[config.mk]
export PLATFORM = sky130hd
export DESIGN_NAME = ffba_div
export DESIGN_NICKNAME = d
export VERILOG_FILES = /design/src/sv/ffba_pkg.sv /design/src/sv/ffba_div.sv
export SDC_FILE = /design/constraint.sdc
export NUM_CORES = 1
export LEC_CHECK = 0
export BUFFER_PORTS_ARGS = -buffer_cell sky130_fd_sc_hd__buf_2
export CAP_MARGIN = 20
export CORE_MARGIN = 2
export CORE_UTILIZATION = 55
export CTS_CLUSTER_SIZE = 30
export DETAILED_ROUTE_END_ITERATION = 10
export PLACE_DENSITY = 0.86
export SETUP_SLACK_MARGIN = 0.5
export SLEW_MARGIN = 20
export SYNTH_ARGS = -nofsm -noshare
export SYNTH_HDL_FRONTEND = slang
export SYNTH_SLANG_ARGS = --single-unit
[constraint.sdc]
create_clock -name clk -period 4.45 [get_ports clk]
set_input_delay 0.2225 -clock clk [delete_from_list [all_inputs] [get_ports clk]]
set_output_delay 0.2225 -clock clk [all_outputs]
set_load 0.005 [all_outputs]
[src/sv/ffba_pkg.sv]
// ----------------------------------------------------------------------------
// ffba_pkg
// Shared types, widths and codes of the first-fit block allocator.
// ----------------------------------------------------------------------------
package ffba_pkg;

	// Default sizes handed to the top level parameters
	localparam int MAX_BLOCKS_DEF   = 1024;
	localparam int HEADER_BYTES_DEF = 32;

	// Field and register widths
	localparam int ADDR_W     = 32;
	localparam int BS_W       = 17;
	localparam int CNT_W      = 11;
	localparam int BYTES_W    = 27;
	localparam int DVD_W      = ADDR_W + 1;
	localparam int PROD_W     = CNT_W + BS_W;
	localparam int CFG_IDX_W  = 2;
	localparam int CFG_DATA_W = 32;

	// Largest usable block size
	localparam logic [BS_W-1:0] BS_CAP = 17'h10000;

	// Register indexes of the configuration port
	localparam logic [CFG_IDX_W-1:0] CFG_BASE  = 2'd0;
	localparam logic [CFG_IDX_W-1:0] CFG_BSIZE = 2'd1;
	localparam logic [CFG_IDX_W-1:0] CFG_NBLK  = 2'd2;

	// Request kinds
	localparam logic MODE_ALLOC = 1'b0;
	localparam logic MODE_FREE  = 1'b1;

	typedef enum logic [1:0] {
		OUT_DONE      = 2'd0,
		OUT_NO_SPACE  = 2'd1,
		OUT_NOT_ALLOC = 2'd2
	} outcome_t;

	typedef struct packed {
		logic              mode;
		logic [ADDR_W-1:0] request_bytes;
		logic [ADDR_W-1:0] release_address;
	} req_t;

	typedef struct packed {
		outcome_t           outcome;
		logic [ADDR_W-1:0]  granted_address;
		logic [BYTES_W-1:0] occupied_bytes;
		logic [BYTES_W-1:0] free_bytes;
		logic [BYTES_W-1:0] total_bytes;
	} rsp_t;

	typedef enum logic [3:0] {
		ST_CLEAR,
		ST_IDLE,
		ST_DIV,
		ST_EVAL,
		ST_SCAN,
		ST_FREE_RD,
		ST_FREE_CHK,
		ST_WRITE,
		ST_MUL_USED,
		ST_MUL_FREE,
		ST_MUL_TOTAL,
		ST_MUL_START,
		ST_ADDR,
		ST_DONE
	} state_t;

endpackage

[src/sv/ffba_div.sv]
// ----------------------------------------------------------------------------
// ffba_div
// Restoring divider, one quotient bit per cycle, shared by both request kinds.
// ----------------------------------------------------------------------------
module ffba_div import ffba_pkg::*; (
	input  logic             clk,
	input  logic             arst_n,
	input  logic             start,
	input  logic [DVD_W-1:0] dividend,
	input  logic [BS_W-1:0]  divisor,
	output logic             done,
	output logic [DVD_W-1:0] quotient,
	output logic [BS_W-1:0]  remainder
);

	localparam int CNT_BITS = $clog2(DVD_W + 1);

	logic [DVD_W-1:0]    quo_q;
	logic [BS_W-1:0]     rem_q;
	logic [CNT_BITS-1:0] cnt_q;
	logic                busy_q;
	logic                done_q;
	logic [BS_W:0]       trial;
	logic                ge;
	logic [BS_W:0]       diff;

	// Shift in the next dividend bit and try the subtraction
	always_comb begin
		trial = {rem_q, quo_q[DVD_W-1]};
		ge    = trial >= {1'b0, divisor};
		diff  = trial - {1'b0, divisor};
	end

	// Control: count the iterations, pulse done at the end
	always_ff @(posedge clk or negedge arst_n) begin
		if (!arst_n) begin
			busy_q <= 1'b0;
			done_q <= 1'b0;
			cnt_q  <= '0;
		end else begin
			done_q <= 1'b0;
			if (start) begin
				busy_q <= 1'b1;
				cnt_q  <= CNT_BITS'(DVD_W);
			end else if (busy_q) begin
				cnt_q <= cnt_q - 1'b1;
				if (cnt_q == CNT_BITS'(1)) begin
					busy_q <= 1'b0;
					done_q <= 1'b1;
				end
			end
		end
	end

	// Datapath: partial remainder and quotient bits
	always_ff @(posedge clk) begin
		if (start) begin
			quo_q <= dividend;
			rem_q <= '0;
		end else if (busy_q) begin
			quo_q <= {quo_q[DVD_W-2:0], ge};
			rem_q <= ge ? diff[BS_W-1:0] : trial[BS_W-1:0];
		end
	end

	assign done      = done_q;
	assign quotient  = quo_q;
	assign remainder = rem_q;

endmodule

==> key figures, run 1 <==
Status
  – Status: complete, no violations

CTS
  – Clock Latency Late Sink: ~0.34 ns
  – Post-CTS Setup Bufs: 0
  – H-tree lvl count: 3
  – Clock-pin slew on the worst setup and hold paths: roughly 0.080 ns
  – CTS tree: built
  – Post-CTS resize count: 0
  – Sink Count: between 50 and 60
  – Root Buffer: clkbuf_8
  – Number of CTS-inserted buffers: 9
  – CTS max path bufs: 2
  – Hold buffers post-CTS: 1

Global route
  – Grt ovf: 0
  – First-pass GRT wire length: roughly 12 mm
  – Vias in the first global route: 2472
  – Gr usage total: a little under a quarter
  – M2 GR Usage: 37.1%
  – GR Layer Usage met1: a little under a third
  – Largest net degree at the start of global routing: 54
  – Grt peak-use layer: met2
  – Met3 Use GR: 6.37%
  – Initial antenna violation count: 0

Worst setup path
  – Buf+Inv Stages, Crit Path: 2
  – Most used cell, CP: inv_1
  – R2R setup slack: roughly 1.4 ns
  – Critical path class: flip-flop to flip-flop
  – WP data arrival: ~3.3 ns
  – R2R Path Start: quotient[32]$_DFFE_PP_
  – Startpoint Class: flip-flop
  – Max incr delay on CP: around 0.4 ns
  – Slowest stage cell, crit path: edfxtp_1
  – Top delay family on crit path: compound AO/OA/AOI/OAI gates
  – Crit. Startpoint: quotient[32]$_DFFE_PP_
  – Crit Path Max Fanout: 25
  – CP endpoint kind: flip-flop
  – Worst-path cell chain: inv_1 > ha_1 > inv_1 > fa_1 > a21o_1 > a221oi_2 > o221a_4 > o32a_2 > o21ai_4 > and4b_1 > a211oi_1 > o21ai_1
  – Data required time of the critical path: 4.67 ns

Yosys
  – Mapped Cells: 304
  – Area fraction of the dominant cell type after synthesis: 29.7%
  – Synth area leader: edfxtp_1
  – Post-synth cell types: 50
  – Synthesized area: 0.00334 mm^2
  – Synth Area per Inst: roughly 11 um^2
  – Yosys warns: 0
  – Synth Flop Type: edfxtp_1
  – Sequential area share after synthesis: 45.9%
  – Post-synth EDFFs: 33
  – Post-synth net total: 377
  – Yosys reg bits: 58
  – Async SR Flop Fraction: 13.8%
  – Top cells by area, synth: edfxtp_1 (30%), mux2_2 (11%), dfxtp_1 (10%)

Floorplan
  – Die X: a little over 80 um
  – DIE HEIGHT: 81.9 um
  – Die footprint: approximately 0.0067 mm^2
  – Std-Cell Rows: 28
  – IO Count: ~100
  – Starting Density: 56.7%
  – Core area: 0.00589 mm^2

STA
  – Least-Margin Pin Slew: between 1 and 1.5 ns
  – Minimum clock period: 3.06 ns
  – Final hold vios: 0
  – Worst rel slew slack: between 30 and 40%
  – Period utilisation layout: 68.8%
  – RSZ-0062 raised after global routing: no
  – Setup TNS: 0 ns
  – Final Skew: 0.00922 ns
  – Final setup violation count: 0
  – Hold slack: 0.176 ns
  – Achievable clock frequency: 327 MHz
  – Final Max Slew Viols: 0

Layout
  – Commonest non-fill, non-tap cell in the layout: buf_2
  – Area growth syn-to-layout: 24.6%
  – Fin nets: 482
  – Most frequent cells in the layout: buf_2 (103), mux2_2 (34), edfxtp_1 (33)
  – Inserted Diodes: 0
  – Final core occ: 70.7%
  – Share of cells above drive strength 1: 39.1%

Detailed routing
  – First-pass DRT Iterations: 4
  – Vias per cell: 5.43
  – Drc violations: 0
  – WL final: 7.59 mm
  – DR WL/cell: ~16 um
  – Initial DRC count: 120
  – Via count: between 2000 and 3000
  – ANT nets after route: 0

Power
  – Total power divided by cell area: 612 mW/mm^2
  – Pleak: slightly below 2 nW
  – Worst VDD drop: roughly 370 uV

Place
  – GP Congestion: 0.925
  – Port Buffers: 103
  – HPWL Detailed: 5.29 mm

Flow run
  – Max-Cap Viols: 0

Worst hold path
  – Hold_sp: dividend[8]
  – Worst Hold Class: input port to flip-flop
[worst paths after layout]
| kind | to | cells past startpoint |
|---|---|---|
| max in group asynchronous | busy_q$_DFF_PN0_ | 2 |
| min | quotient[8]$_DFFE_PP_ | 2 |
| max | remainder[13]$_SDFFE_PP0P_ | 12 |
| min reg2reg | remainder[5]$_SDFFE_PP0P_ | 2 |
| min in group asynchronous | cnt_q[1]$_DFFE_PN0P_ | 2 |
| max reg2reg | remainder[13]$_SDFFE_PP0P_ | 12 |
[cell families after synthesis]
family                     Yosys count  share of synthesized area (%)
AOI/OAI and AO/OA                   63                           13.9
buffers and inverters               35                           4.20
and+or+nand+nor                     67                           9.37
adders and majority gates           20                           7.72
xor gates and xnor gates            17                           4.46
muxes                               44                           14.5
DFF                                 58                           45.9
[metal layers]
layer	routed length, um	up-vias	part of all wire, %
met5	0	-	0
met4	110	0	1.4
met3	460	9	6.1
met2	3620	81	48
met1	3400	1244	45
li1	-	1320	-
[report_power, final]
group / leakage (nW) / total [mW] / internal (mW) / switching, mW
registers: 0.585 / 0.903 / 0.750 / 0.153
logic: 1.24 / 1.04 / 0.511 / 0.529
clock network: 0.120 / 0.603 / 0.372 / 0.231
[Yosys cell counts, types with 3 or more instances]
master,count
a21o_1,3
nand3_1,4
nand2_1,16
ha_1,19
mux2_2,34
a211oi_1,11
inv_1,23
edfxtp_1,33
o21ai_0,4
xor2_1,6
dfxtp_1,17
mux2i_1,9
nor2_1,29
dfrtp_1,8
a21oi_1,12
o21a_1,6
clkbuf_1,8
and3_1,3
xnor2_1,11
o21ai_1,8
[stage by stage]
step                      instances  power, mW  setup WS (ns)  area, um^2
after floorplan                 304       1.64           1.67        3340
after global placement          472       1.90           1.56        3910
after detailed placement        472       1.94           1.42        3910
after CTS                       489       2.56           1.38        4160
after global routing            489       2.72           1.19        4160
final                           489       2.55           1.39        4160
[sequential cells by signal, summed over array words and instances, names as in the netlist]
name / count
cnt_q: 6
remainder: 17
quotient: 33
done: 1
busy_q: 1
[worst reg2reg max path: stages, from the launching register on]
cell,delay (ns)
edfxtp_1,0.40
inv_1,0.08
ha_1,0.16
inv_1,0.05
fa_1,0.40
a21o_1,0.23
a221oi_2,0.35
o221a_4,0.28
o32a_2,0.17
o21ai_4,0.21
and4b_1,0.29
a211oi_1,0.23
o21ai_1,0.10
[area by class of cell]
cell class | instances | area (um^2)
Clock buffer | 9 | 124
Clock inverter | 7 | 116
Multi-Input combinational cell | 211 | 1670
Timing Repair Buffer | 106 | 541
Tap cell | 75 | 93.8
Inverter | 23 | 86.3
Sequential cell | 58 | 1530
Fill cell | 450 | 1730
No activity file was read; power rests on OpenSTA's default activity.
==> inputs of run 2 (changes only) <==
--- a/config.mk
+++ b/config.mk
@@ -8,10 +8,10 @@
 export BUFFER_PORTS_ARGS = -buffer_cell sky130_fd_sc_hd__buf_2
 export CAP_MARGIN = 20
 export CORE_MARGIN = 2
-export CORE_UTILIZATION = 55
+export CORE_UTILIZATION = 47
 export CTS_CLUSTER_SIZE = 30
 export DETAILED_ROUTE_END_ITERATION = 10
-export PLACE_DENSITY = 0.86
+export PLACE_DENSITY = 0.78
 export SETUP_SLACK_MARGIN = 0.5
 export SLEW_MARGIN = 20
 export SYNTH_ARGS = -nofsm -noshare
==> constraint.sdc (replaced) <==
create_clock -name clk -period 2.6 [get_ports clk]
set_input_delay 0.13 -clock clk [delete_from_list [all_inputs] [get_ports clk]]
set_output_delay 0.13 -clock clk [all_outputs]
set_load 0.005 [all_outputs]
==> key figures, run 2 (synthesized netlist as in run 1, its figures left out) <==
Status
  – Status: finished, violations left
  – Failing checks: setup timing

Power
  – Pleak: 2.07 nW (+6.4%)
  – Worst VDD drop: 583 uV (+57%)
  – Tot Pwr: 4.66 mW (+83%)
  – Total power divided by cell area: 1050 mW/mm^2 (+72%)

Worst setup path
  – Critical path class: flip-flop to flip-flop
  – Buf+Inv Stages, Crit Path: 2 (unchanged)
  – Most used cell, CP: o21ai_2
  – Startpoint Class: flip-flop
  – Slowest stage cell, crit path: edfxtp_1
  – Data required time of the critical path: 2.86 ns (-1.81 ns)
  – Top delay family on crit path: compound AO/OA/AOI/OAI gates
  – CP endpoint kind: flip-flop
  – WP data arrival: 2.94 ns (-0.34 ns)
  – Max incr delay on CP: 0.39 ns (about the same)
  – Worst-path cell chain: inv_1 > ha_2 > inv_2 > fa_2 > a21o_1 > a221oi_2 > o221a_4 > o21a_1 > o21ai_2 > o21ai_2 > mux2_4 > a31oi_1
  – Crit Path Max Fanout: 3 (-88%)

STA
  – Final hold vios: 0 (unchanged)
  – Minimum clock period: 2.68 ns (-0.385 ns)
  – Achievable clock frequency: 374 MHz (+14%)
  – RSZ-0062 raised after global routing: yes
  – Worst rel slew slack: 55.8% (+25 points)
  – Final worst slack: -0.0772 ns (-1.46 ns)
  – Least-Margin Pin Slew: 0.654 ns (-0.380 ns)
  – Final Skew: 0.0105 ns (+0.00127 ns)
  – Period utilisation layout: 103% (+34 points)
  – Final setup violation count: 4 (+4)
  – Hold slack: 0.0911 ns (-0.0846 ns)
  – Final Max Slew Viols: 0 (unchanged)

Detailed routing
  – Vias per cell: 5.33 (-1.8%)
  – DR WL/cell: 15.3 um (-1.2%)
  – ANT nets after route: 0 (unchanged)
  – Drc violations: 0 (unchanged)
  – First-pass DRT Iterations: 4 (unchanged)
  – Via count: 2847 (+7.3%)
  – WL final: 8.19 mm (+7.9%)
  – Initial DRC count: 103 (-14%)

Global route
  – Largest net degree at the start of global routing: 31 (-43%)
  – First-pass GRT wire length: 12.6 mm (+7.7%)
  – Gr usage total: 20.8% (-2.5 points)
  – Initial antenna violation count: 0 (unchanged)
  – Vias in the first global route: 2719 (+10%)
  – Grt ovf: 0 (unchanged)

CTS
  – CTS max path bufs: 2 (unchanged)
  – CTS tree: built
  – Sink Count: 58 (unchanged)
  – H-tree lvl count: 3 (unchanged)
  – Clock Latency Late Sink: 0.34 ns (about the same)
  – Root Buffer: clkbuf_8
  – Clock-pin slew on the worst setup and hold paths: 0.07 ns (about the same)
  – Number of CTS-inserted buffers: 9 (unchanged)

Layout
  – Most frequent cells in the layout: buf_2 (103), mux2_2 (34), edfxtp_1 (33)
  – Fin nets: 506 (+5.0%)
  – Inserted Diodes: 0 (unchanged)
  – Commonest non-fill, non-tap cell in the layout: buf_2
  – Max FFs per register: 33 (unchanged)
  – Area growth syn-to-layout: 32.6%
  – Share of cells above drive strength 1: 45.2% (+6.1 points)

Floorplan
  – Die X: 88.3 um (+7.8%)
  – Core area: 0.00683 mm^2 (+16%)
  – DIE HEIGHT: 88.3 um (+7.8%)
  – Std-Cell Rows: 30 (+7.1%)
  – IO Count: 104 (unchanged)
  – Die footprint: 0.00779 mm^2 (+16%)
  – Starting Density: 48.9% (-7.9 points)

Place
  – HPWL Detailed: 5.80 mm (+9.5%)
  – Post-Place Worst Slack: -0.0564 ns (-1.47 ns)
  – GP Congestion: 0.872 (-5.7%)
  – Port Buffers: 103 (unchanged)

Worst hold path
  – Worst Hold Class: input port to flip-flop

Flow run
  – Max-Cap Viols: 0 (unchanged)
## run 2: report_power, final
group	internal, mW	switching, mW	total [mW]
sequential	1.29	0.251	1.54
clock	0.533	0.370	0.903
combinational	1.17	1.05	2.22
## run 2: metrics by stage
| step | std cells | instance area (um^2) | util (%) | setup TNS (ns) |
|---|---|---|---|---|
| floorplan | 304 | 3350 | - | -0.108 |
| global placement | 505 | 4040 | 59.2 | 0 |
| detailed placement | 505 | 4040 | 59.2 | -0.0894 |
| CTS | 529 | 4360 | 63.8 | -0.0317 |
| global route | 534 | 4430 | 64.8 | -1.90 |
| finish | 534 | 4430 | 64.8 | -0.116 |
## run 2: area by class of cell
type | instances | area [um^2]
clock buffers | 10 | 128
well taps | 96 | 120
multi-input cells | 211 | 1720
repair buffers | 130 | 758
flip-flops and latches | 58 | 1530
fillers | 580 | 2400
clock inverters | 6 | 81.3
inverters | 23 | 86.3
## run 2: what timing repair did
item,in CTS,in global routing
hold buffers,1,0
gates resized for setup,10,4
pin swaps,9,10
setup endpoints to repair,18,18
gates cloned,0,1
setup buffers,7,4
endpoints found under the hold margin,8,0
## run 2: path summary, 6_finish.rpt
| check | from | cells past startpoint | slack [ns] | to |
|---|---|---|---|---|
| max in group asynchronous | arst_n | 2 | 2.26 | cnt_q[1]$_DFFE_PN0P_ |
| hold reg to reg | remainder[12]$_SDFFE_PP0P_ | 2 | 0.53 | remainder[12]$_SDFFE_PP0P_ |
| min in group asynchronous | arst_n | 2 | 0.16 | done$_DFF_PN0_ |
| hold / removal | dividend[18] | 2 | 0.09 | quotient[18]$_DFFE_PP_ |
| setup / recovery | quotient[32]$_DFFE_PP_ | 12 | -0.08 | remainder[16]$_SDFFE_PP0P_ |
| setup reg to reg | quotient[32]$_DFFE_PP_ | 12 | -0.08 | remainder[16]$_SDFFE_PP0P_ |
## run 2: metal layers
metal | track usage [%] | up-vias | routed length [um]
met5 | 0 | - | 0
met2 | 35.6 | 96 | 4190
met4 | 6.47 | 0 | 129
met1 | 25.5 | 1371 | 3420
met3 | 5.88 | 12 | 452
li1 | - | 1368 | -
